[src/hw/rtl/assert_macros.svh]
// Assertion macros shared by the RTL.
`ifndef ASSERT_MACROS_SVH
`define ASSERT_MACROS_SVH

// Checks a property on every rising edge of clk outside reset.
`define ASSERT_ALWAYS(label, prop, msg) \
  label: assert property (@(posedge clk) disable iff (rst) (prop)) else $error(msg);

// Checks that the consequent holds in the same cycle as the antecedent.
`define ASSERT_IMPLIES(label, ante, cons, msg) \
  label: assert property (@(posedge clk) disable iff (rst) (ante) |-> (cons)) else $error(msg);

`endif

[src/hw/rtl/mcw_pkg.sv]
package mcw_pkg;

  localparam int NUM_MODULES = 16;
  localparam int TIME_BITS   = 32;
  localparam int IDX_W       = (NUM_MODULES > 1) ? $clog2(NUM_MODULES) : 1;
  localparam int CMP_W       = (TIME_BITS > 32) ? TIME_BITS : 32;
  localparam int COUNT_W     = 5;
  localparam int MAX_REPORTS = 16;

  localparam logic [1:0] MODE_KICK  = 2'd0;
  localparam logic [1:0] MODE_TICK  = 2'd1;
  localparam logic [1:0] MODE_CHECK = 2'd2;

  localparam logic [1:0] KIND_KICK_OK = 2'd0;
  localparam logic [1:0] KIND_REPORT  = 2'd1;
  localparam logic [1:0] KIND_SUMMARY = 2'd2;
  localparam logic [1:0] KIND_ERROR   = 2'd3;

  localparam logic REG_ENABLE  = 1'b0;
  localparam logic REG_TIMEOUT = 1'b1;

  typedef struct packed {
    logic clear;
    logic step;
  } mcw_cell_ctrl_t;

  typedef enum logic [2:0] {
    S_IDLE = 3'b001,
    S_SCAN = 3'b010,
    S_SUM  = 3'b100
  } mcw_state_t;

endpackage

[src/hw/rtl/mcw_cell.sv]
module mcw_cell
  import mcw_pkg::*;
(
  input  logic                 clk,
  input  logic                 rst,
  input  mcw_cell_ctrl_t       ctrl,
  input  logic                 kick,
  input  logic [TIME_BITS-1:0] now,
  input  logic [31:0]          timeout,
  input  logic                 token_in,
  output logic                 token_out,
  output logic                 hit
);

  logic                 registered;
  logic [TIME_BITS-1:0] stamp;
  logic                 token;
  logic [TIME_BITS-1:0] elapsed;
  logic                 expired;

  always_ff @(posedge clk) begin
    if (rst) begin
      registered <= 1'b0;
      token      <= 1'b0;
    end else begin
      if (ctrl.clear) begin
        registered <= 1'b0;
      end else if (kick) begin
        registered <= 1'b1;
      end
      if (ctrl.step) begin
        token <= token_in;
      end
    end
  end

  always_ff @(posedge clk) begin
    if (kick) begin
      stamp <= now;
    end
  end

  assign elapsed   = now - stamp;
  assign expired   = CMP_W'(elapsed) >= CMP_W'(timeout);
  assign token_out = token;
  assign hit       = token & registered & expired;

endmodule

[src/hw/rtl/multi_channel_watchdog_top.sv]
// Kick and error results appear in the output register in the cycle after the input beat.
// A tick advances the seconds counter and gives no result.
// A check walks a token down the module cells, one cell per cycle unless the output stalls,
// and then emits the summary with the count of expired modules.
// Synchronous reset clears enable, all marks and the seconds counter and sets the timeout to 1.
`include "assert_macros.svh"

module multi_channel_watchdog_top
  import mcw_pkg::*;
(
  input  logic        clk,
  input  logic        rst,
  input  logic        cfg_valid,
  output logic        cfg_ready,
  input  logic        cfg_index,
  input  logic [31:0] cfg_data,
  input  logic        in_valid,
  output logic        in_ready,
  input  logic [1:0]  mode,
  input  logic [3:0]  module_index,
  output logic        out_valid,
  input  logic        out_ready,
  output logic [1:0]  kind,
  output logic [3:0]  timed_out_module,
  output logic [4:0]  timeout_count,
  output logic        last
);

  mcw_state_t           state, state_next;
  logic                 enable;
  logic [31:0]          timeout;
  logic [TIME_BITS-1:0] seconds_now;
  logic [IDX_W-1:0]     scan_idx;
  logic [COUNT_W-1:0]   count;
  logic [COUNT_W-1:0]   count_next;

  logic                 slot_free;
  logic                 accept;
  logic                 start;
  logic                 step;
  logic                 kick_fire;
  logic                 load;
  logic [1:0]           load_kind;
  logic [3:0]           load_module;
  logic [4:0]           load_count;
  logic                 load_last;
  logic                 cur_hit;
  logic                 idx_bad;

  mcw_cell_ctrl_t       cell_ctrl;
  logic [NUM_MODULES:0] chain;
  logic [NUM_MODULES-1:0] tokens;
  logic [NUM_MODULES-1:0] hits;
  logic [NUM_MODULES-1:0] kick_sel;

  assign cfg_ready = 1'b1;
  assign slot_free = !out_valid || out_ready;
  assign in_ready  = (state == S_IDLE) && slot_free;
  assign accept    = in_valid && in_ready;
  assign idx_bad   = 32'(module_index) >= NUM_MODULES;
  assign cur_hit   = |hits;

  assign cell_ctrl.clear = cfg_valid && cfg_ready && (cfg_index == REG_ENABLE) && !cfg_data[0];
  assign cell_ctrl.step  = start || step;
  assign chain[0]        = start;

  genvar g;
  generate
    for (g = 0; g < NUM_MODULES; g++) begin : g_cell
      assign kick_sel[g] = kick_fire && (32'(module_index) == g);
      mcw_cell u_cell (
        .clk       (clk),
        .rst       (rst),
        .ctrl      (cell_ctrl),
        .kick      (kick_sel[g]),
        .now       (seconds_now),
        .timeout   (timeout),
        .token_in  (chain[g]),
        .token_out (chain[g+1]),
        .hit       (hits[g])
      );
      assign tokens[g] = chain[g+1];
    end
  endgenerate

  always_comb begin
    state_next  = state;
    count_next  = count;
    start       = 1'b0;
    step        = 1'b0;
    kick_fire   = 1'b0;
    load        = 1'b0;
    load_kind   = KIND_ERROR;
    load_module = 4'd0;
    load_count  = 5'd0;
    load_last   = 1'b1;
    unique case (state)
      S_IDLE: begin
        if (accept && (mode == MODE_KICK || mode == MODE_CHECK)) begin
          if (!enable) begin
            load = 1'b1;
          end else if (mode == MODE_KICK) begin
            load = 1'b1;
            if (!idx_bad) begin
              kick_fire = 1'b1;
              load_kind = KIND_KICK_OK;
            end
          end else begin
            start      = 1'b1;
            count_next = '0;
            state_next = S_SCAN;
          end
        end
      end
      S_SCAN: begin
        if (slot_free) begin
          step = 1'b1;
          if (cur_hit) begin
            if (count != '1) begin
              count_next = count + 1'b1;
            end
            if (32'(count) < MAX_REPORTS) begin
              load        = 1'b1;
              load_kind   = KIND_REPORT;
              load_module = 4'(scan_idx);
              load_last   = 1'b0;
            end
          end
          if (scan_idx == IDX_W'(NUM_MODULES - 1)) begin
            state_next = S_SUM;
          end
        end
      end
      S_SUM: begin
        if (slot_free) begin
          load       = 1'b1;
          load_kind  = KIND_SUMMARY;
          load_count = count;
          state_next = S_IDLE;
        end
      end
      default: begin
        state_next = S_IDLE;
      end
    endcase
  end

  always_ff @(posedge clk) begin
    if (rst) begin
      state       <= S_IDLE;
      enable      <= 1'b0;
      timeout     <= 32'd1;
      seconds_now <= '0;
      scan_idx    <= '0;
      count       <= '0;
      out_valid   <= 1'b0;
    end else begin
      state <= state_next;
      count <= count_next;
      if (cfg_valid && cfg_ready) begin
        unique case (cfg_index)
          REG_ENABLE:  enable  <= cfg_data[0];
          REG_TIMEOUT: timeout <= cfg_data;
          default:     enable  <= enable;
        endcase
      end
      if (accept && mode == MODE_TICK) begin
        seconds_now <= seconds_now + 1'b1;
      end
      if (start) begin
        scan_idx <= '0;
      end else if (step) begin
        scan_idx <= scan_idx + 1'b1;
      end
      if (load) begin
        out_valid <= 1'b1;
      end else if (out_ready) begin
        out_valid <= 1'b0;
      end
    end
  end

  always_ff @(posedge clk) begin
    if (load) begin
      kind             <= load_kind;
      timed_out_module <= load_module;
      timeout_count    <= load_count;
      last             <= load_last;
    end
  end

  `ASSERT_IMPLIES(a_token_one_in_scan, state == S_SCAN, $onehot(tokens), "scan token lost")
  `ASSERT_IMPLIES(a_token_at_index, state == S_SCAN, tokens[scan_idx], "token and index disagree")
  `ASSERT_IMPLIES(a_no_token_idle, state != S_SCAN, tokens == '0, "stray token outside scan")
  `ASSERT_IMPLIES(a_ready_only_idle, in_ready, state == S_IDLE, "input taken during check")

endmodule
[config.mk]
export PLATFORM = sky130hd
export DESIGN_NAME = multi_channel_watchdog_top
export DESIGN_NICKNAME = d
export VERILOG_FILES = /design/src/hw/rtl/mcw_pkg.sv /design/src/hw/rtl/mcw_cell.sv /design/src/hw/rtl/multi_channel_watchdog_top.sv
export VERILOG_INCLUDE_DIRS = /design/src /design/src/hw/rtl
export SDC_FILE = /design/constraint.sdc
export NUM_CORES = 2
export LEC_CHECK = 0
export ABC_AREA = 1
export BUFFER_PORTS_ARGS = -buffer_cell sky130_fd_sc_hd__buf_2
export CORE_MARGIN = 5
export CORE_UTILIZATION = 40
export DETAILED_ROUTE_END_ITERATION = 12
export SYNTH_ARGS = -nofsm -noshare
export SYNTH_HDL_FRONTEND = slang
export SYNTH_SLANG_ARGS = --single-unit
[constraint.sdc]
create_clock -name clk -period 6.9 [get_ports clk]
set_clock_uncertainty 0.05 [all_clocks]
set_input_delay 0 -clock clk [delete_from_list [all_inputs] [get_ports clk]]
set_output_delay 0 -clock clk [all_outputs]
set_load 0.005 [all_outputs]
==> impl_metrics.json <==
{
  "r2r_end": "out_valid",
  "final.period_utilization_pct": 87.1,
  "number_of_maximum_capacitance_constraint_violations": 0,
  "fp.coreArea_um2": 146000,
  "setup_viol_count_final": 0,
  "cp-endpoint": "out_valid",
  "cts_sinks": 634,
  "cts-root-buf": "sky130_fd_sc_hd__clkbuf_16",
  "vias_per_cell": 5.35,
  "detailedRoute.firstPassIterationCount": 8,
  "synth-warning-count": 0,
  "seqPwrFrac_pct": 44.5,
  "report.final.hold_viol_count": 0,
  "antenna_found_initial": 6,
  "switchingPower_mw": 2.37,
  "ios": 59,
  "place.port_buffers": 57,
  "critical_path.slowest_cell": "sky130_fd_sc_hd__dfxtp_2",
  "seq_area_um2": 18000,
  "worst_hold_path.num_cells": 4,
  "rsz0062_at_grt": "no",
  "timing.critical_path.mode_cell": "sky130_fd_sc_hd__nand2_1",
  "detailroute.via_count": 51800,
  "post_cts_buffers": 0,
  "multiInputGateArea_um2": 36600,
  "power_switching_share_pct": 25.6,
  "drc_errors": 0,
  "comb_power_share_pct": 9.2,
  "fillerInstances": 14400,
  "fmaxAchievable_mhz": 166,
  "timing.slew.headroom_pct": 21.3,
  "global_route_wire_length_before_repair_um": 287000,
  "global_route.usage.total_pct": 23.7,
  "worst_slew_pin_slew_ns": 1.18,
  "critPathMaxStageDelay_ns": 0.74,
  "placedInstanceArea_um2": 62700,
  "number_of_buffers_added_by_the_clock_tree_synthesis_step": 80,
  "criticalPathCategory": "reg2reg",
  "layout.cell_area.non_filler_um2": 65800,
  "dieWidth_um": 394,
  "syn-mean-instance-area_um2": 7.93,
  "post_cts_resize_count": 0,
  "critPathRequiredTime_ns": 7.42,
  "holdCritPathClass": "in2reg",
  "arrival_ns": 6.53,
  "finalPower_mw": 9.27,
  "p_int_mw": 6.90,
  "asyncSetResetFlopFracSynth_pct": 0,
  "clock_transition_at_the_registers_of_the_reported_paths_ns": 0.06,
  "power-per-cell-area_nw_per_um2": 141,
  "synth_fp_nets": 8488,
  "proportion_of_synthesized_chip_area_in_sequential_cells_pct": 30.5,
  "cts_max_path_buffers": 3,
  "first_global_vias": 49600,
  "drt-total-wl_um": 190000,
  "clk_latency_ns": 0.70,
  "dr.first_iter.drc_count": 3732,
  "critical_path_peak_fanout": 17,
  "maxSlewViolCount": 0,
  "outcome": "finished, final reports clean",
  "final_nets": 8764,
  "synthFlopType": "sky130_fd_sc_hd__edfxtp_1",
  "drive_gt1_share_pct": 5.08,
  "finalWeightedCongestion": 0.940,
  "worst_r2r_startpoint": "seconds_now[2]",
  "synthesis.instances": 7416,
  "die_h_um": 394,
  "synth.ff_latch_count": 634,
  "fin_tns_setup_ns": 0,
  "grt_overflow_total": 0,
  "p_leak_nw": 32.9,
  "synth_area_um2": 58800,
  "clkPwrFrac_pct": 46.3,
  "critPathCaptureType": "register",
  "detailedPlacementHpwl_um": 141000,
  "drtAntennaViolNets": 0,
  "design.die.area_um2": 155000,
  "cts_hold_buffers": 46,
  "tritoncts": "built",
  "worst_reg_to_reg_cells": 27,
  "cp-startpoint": "seconds_now[2]",
  "areaGrowthSynthToFinish_pct": 11.8,
  "htree_levels": 3,
  "start_kind": "register",
  "post_drt_wl_per_cell_um": 19.6,
  "worst_case_vdd_ir_drop_v": 0.000176,
  "initial_standard_cell_utilization_of_the_core_pct": 40.3,
  "synthDistinctLibCells": 57,
  "r2r_slack_ns": 0.89,
  "grt_start_max_net_pins": 64,
  "number_of_synthesized_flops_with_an_enable_pin": 524,
  "period_minus_slack_ns": 6.01,
  "hold_ws_ns": 0.0874,
  "placementRows": 140
}
-- placed cells by master (no fill, tap or decap), types with 8 or more instances in the layout --
| cell type | count |
|---|---|
| sky130_fd_sc_hd__dfxtp_1 | 79 |
| sky130_fd_sc_hd__dlygate4sd3_1 | 46 |
| sky130_fd_sc_hd__clkbuf_16 | 83 |
| sky130_fd_sc_hd__o21ai_0 | 309 |
| sky130_fd_sc_hd__dfxtp_2 | 30 |
| sky130_fd_sc_hd__nand4_1 | 93 |
| sky130_fd_sc_hd__a31oi_1 | 89 |
| sky130_fd_sc_hd__nand2_1 | 1364 |
| sky130_fd_sc_hd__o211ai_1 | 23 |
| sky130_fd_sc_hd__buf_2 | 57 |
| sky130_fd_sc_hd__xor2_1 | 315 |
| sky130_fd_sc_hd__o21a_1 | 97 |
| sky130_fd_sc_hd__a21o_1 | 26 |
| sky130_fd_sc_hd__o21ba_2 | 16 |
| sky130_fd_sc_hd__edfxtp_1 | 524 |
| sky130_fd_sc_hd__nor4_1 | 20 |
| sky130_fd_sc_hd__nor3_1 | 100 |
| sky130_fd_sc_hd__buf_12 | 21 |
| sky130_fd_sc_hd__ha_1 | 1012 |
| sky130_fd_sc_hd__a21boi_1 | 10 |
| sky130_fd_sc_hd__o2111ai_1 | 15 |
| sky130_fd_sc_hd__fa_1 | 16 |
| sky130_fd_sc_hd__a2111oi_0 | 8 |
| sky130_fd_sc_hd__a21oi_1 | 855 |
| sky130_fd_sc_hd__o221ai_1 | 17 |
| sky130_fd_sc_hd__clkbuf_1 | 26 |
| sky130_fd_sc_hd__nand3_1 | 165 |
| sky130_fd_sc_hd__xnor2_1 | 192 |
| sky130_fd_sc_hd__clkinv_2 | 9 |
| sky130_fd_sc_hd__o21bai_1 | 19 |
| sky130_fd_sc_hd__o21ai_1 | 34 |
| sky130_fd_sc_hd__inv_1 | 1152 |
| sky130_fd_sc_hd__clkinv_1 | 11 |
| sky130_fd_sc_hd__nor2_4 | 16 |
| sky130_fd_sc_hd__nor2_1 | 693 |
| sky130_fd_sc_hd__a21boi_0 | 16 |
| sky130_fd_sc_hd__buf_4 | 92 |
| sky130_fd_sc_hd__a211oi_1 | 12 |
-- cell usage after synthesis, types with 16 or more instances --
| cell | instances | area, µm² |
|---|---|---|
| sky130_fd_sc_hd__o221ai_1 | 17 | 149 |
| sky130_fd_sc_hd__a21oi_1 | 855 | 4280 |
| sky130_fd_sc_hd__xnor2_1 | 192 | 1680 |
| sky130_fd_sc_hd__nor4_1 | 20 | 125 |
| sky130_fd_sc_hd__ha_1 | 1012 | 12700 |
| sky130_fd_sc_hd__o21bai_1 | 19 | 143 |
| sky130_fd_sc_hd__o21ai_1 | 34 | 170 |
| sky130_fd_sc_hd__nand2_1 | 1365 | 5120 |
| sky130_fd_sc_hd__nand3_1 | 165 | 826 |
| sky130_fd_sc_hd__nor2_1 | 709 | 2660 |
| sky130_fd_sc_hd__edfxtp_1 | 524 | 15700 |
| sky130_fd_sc_hd__o21ai_0 | 310 | 1550 |
| sky130_fd_sc_hd__inv_1 | 1157 | 4340 |
| sky130_fd_sc_hd__a21o_1 | 26 | 195 |
| sky130_fd_sc_hd__o211ai_1 | 23 | 173 |
| sky130_fd_sc_hd__a21boi_0 | 16 | 120 |
| sky130_fd_sc_hd__o21a_1 | 97 | 728 |
| sky130_fd_sc_hd__dfxtp_1 | 110 | 2200 |
| sky130_fd_sc_hd__xor2_1 | 315 | 2760 |
| sky130_fd_sc_hd__fa_1 | 16 | 320 |
| sky130_fd_sc_hd__nor3_1 | 100 | 500 |
| sky130_fd_sc_hd__clkbuf_1 | 17 | 63.8 |
| sky130_fd_sc_hd__nand4_1 | 93 | 582 |
| sky130_fd_sc_hd__o21ba_2 | 16 | 160 |
| sky130_fd_sc_hd__a31oi_1 | 89 | 557 |
-- cells by family (layout without fill, tap and decap cells) --
kind of cell,after synthesis,count (layout),share of synthesized area (%)
simple gates,2487,2487,17.3
compound gates,1574,1574,15.0
buf+inv,1185,1526,7.57
fa+ha+maj,1028,1028,22.1
flops,634,634,30.5
xor+xnor,507,507,7.55
other cells,1,3,0.00637
-- worst min-delay path by stage --
stage,startpoint,end,slack (ns)
CTS,module_index[1],g_cell[3].u_cell.registered,0.02
detailed placement,cfg_data[22],timeout[22],0.24
floorplan,cfg_data[0],timeout[0],0.1
global placement,cfg_data[21],timeout[21],0.23
finish,cfg_data[21],timeout[21],0.09
global route,module_index[1],g_cell[3].u_cell.registered,0.07
-- cell type report --
cell class                      count  area share, %
Multi-Input combinational cell   5597           55.6
Sequential cell                   634           27.3
Inverter                         1163           6.64
Tap cell                         1917           3.65
Clock buffer                      115           3.42
Timing Repair Buffer              216           2.82
Clock inverter                     32          0.561
Antenna cell                        2        0.00761
-- stage by stage --
stage | setup slack, ns | instances | utilization (%)
6_report | 0.893 | 9676 | 45.1
5_1_grt | 0.344 | 9675 | 45.1
4_1_cts | 0.934 | 9674 | 45.1
3_5_place_dp | 0.988 | 9481 | 43.0
3_3_place_gp | 1.06 | 9481 | 43.0
2_1_floorplan | 1.64 | 7416 | -
-- worst max-delay path: cells and delay by family (launching register included) --
| family | cells | cell delay, ns |
|---|---|---|
| adders and majority gates | 2 | 0.56 |
| xor gates and xnor gates | 1 | 0.14 |
| AOI/OAI and AO/OA | 11 | 2.41 |
| buffers and inverters | 2 | 0.38 |
| DFF | 1 | 0.74 |
| and+or+nand+nor | 11 | 1.57 |
-- power by group through the flow --
stage	Sequential, mW	Clock [mW]	Combinational, mW
global placement	4.21	0	0.801
floorplan	4.21	0	0.498
detailed placement	4.21	0	0.821
global route	4.13	4.55	0.953
finish	4.13	4.29	0.850
CTS	4.13	4.40	0.847
-- layer usage --
layer	global-route usage, %	part of all wire [%]	vias to the layer above
met5	0	0	-
met4	8.71	4.3	0
met3	3.25	5.9	354
met2	39.8	45	1468
met1	31.1	44	24200
li1	-	-	25800
-- flip-flops by register name, indices dropped and copies added (netlist names) --
register,flops
out_valid,1
timed_out_module,4
g_cell.u_cell.stamp,512
count,5
scan_idx,4
timeout,32
g_cell.u_cell.registered,16
timeout_count,5
enable,1
g_cell.u_cell.token_out,16
seconds_now,32
state,3
last,1
kind,2
No activity file was read; power rests on OpenSTA's default activity.
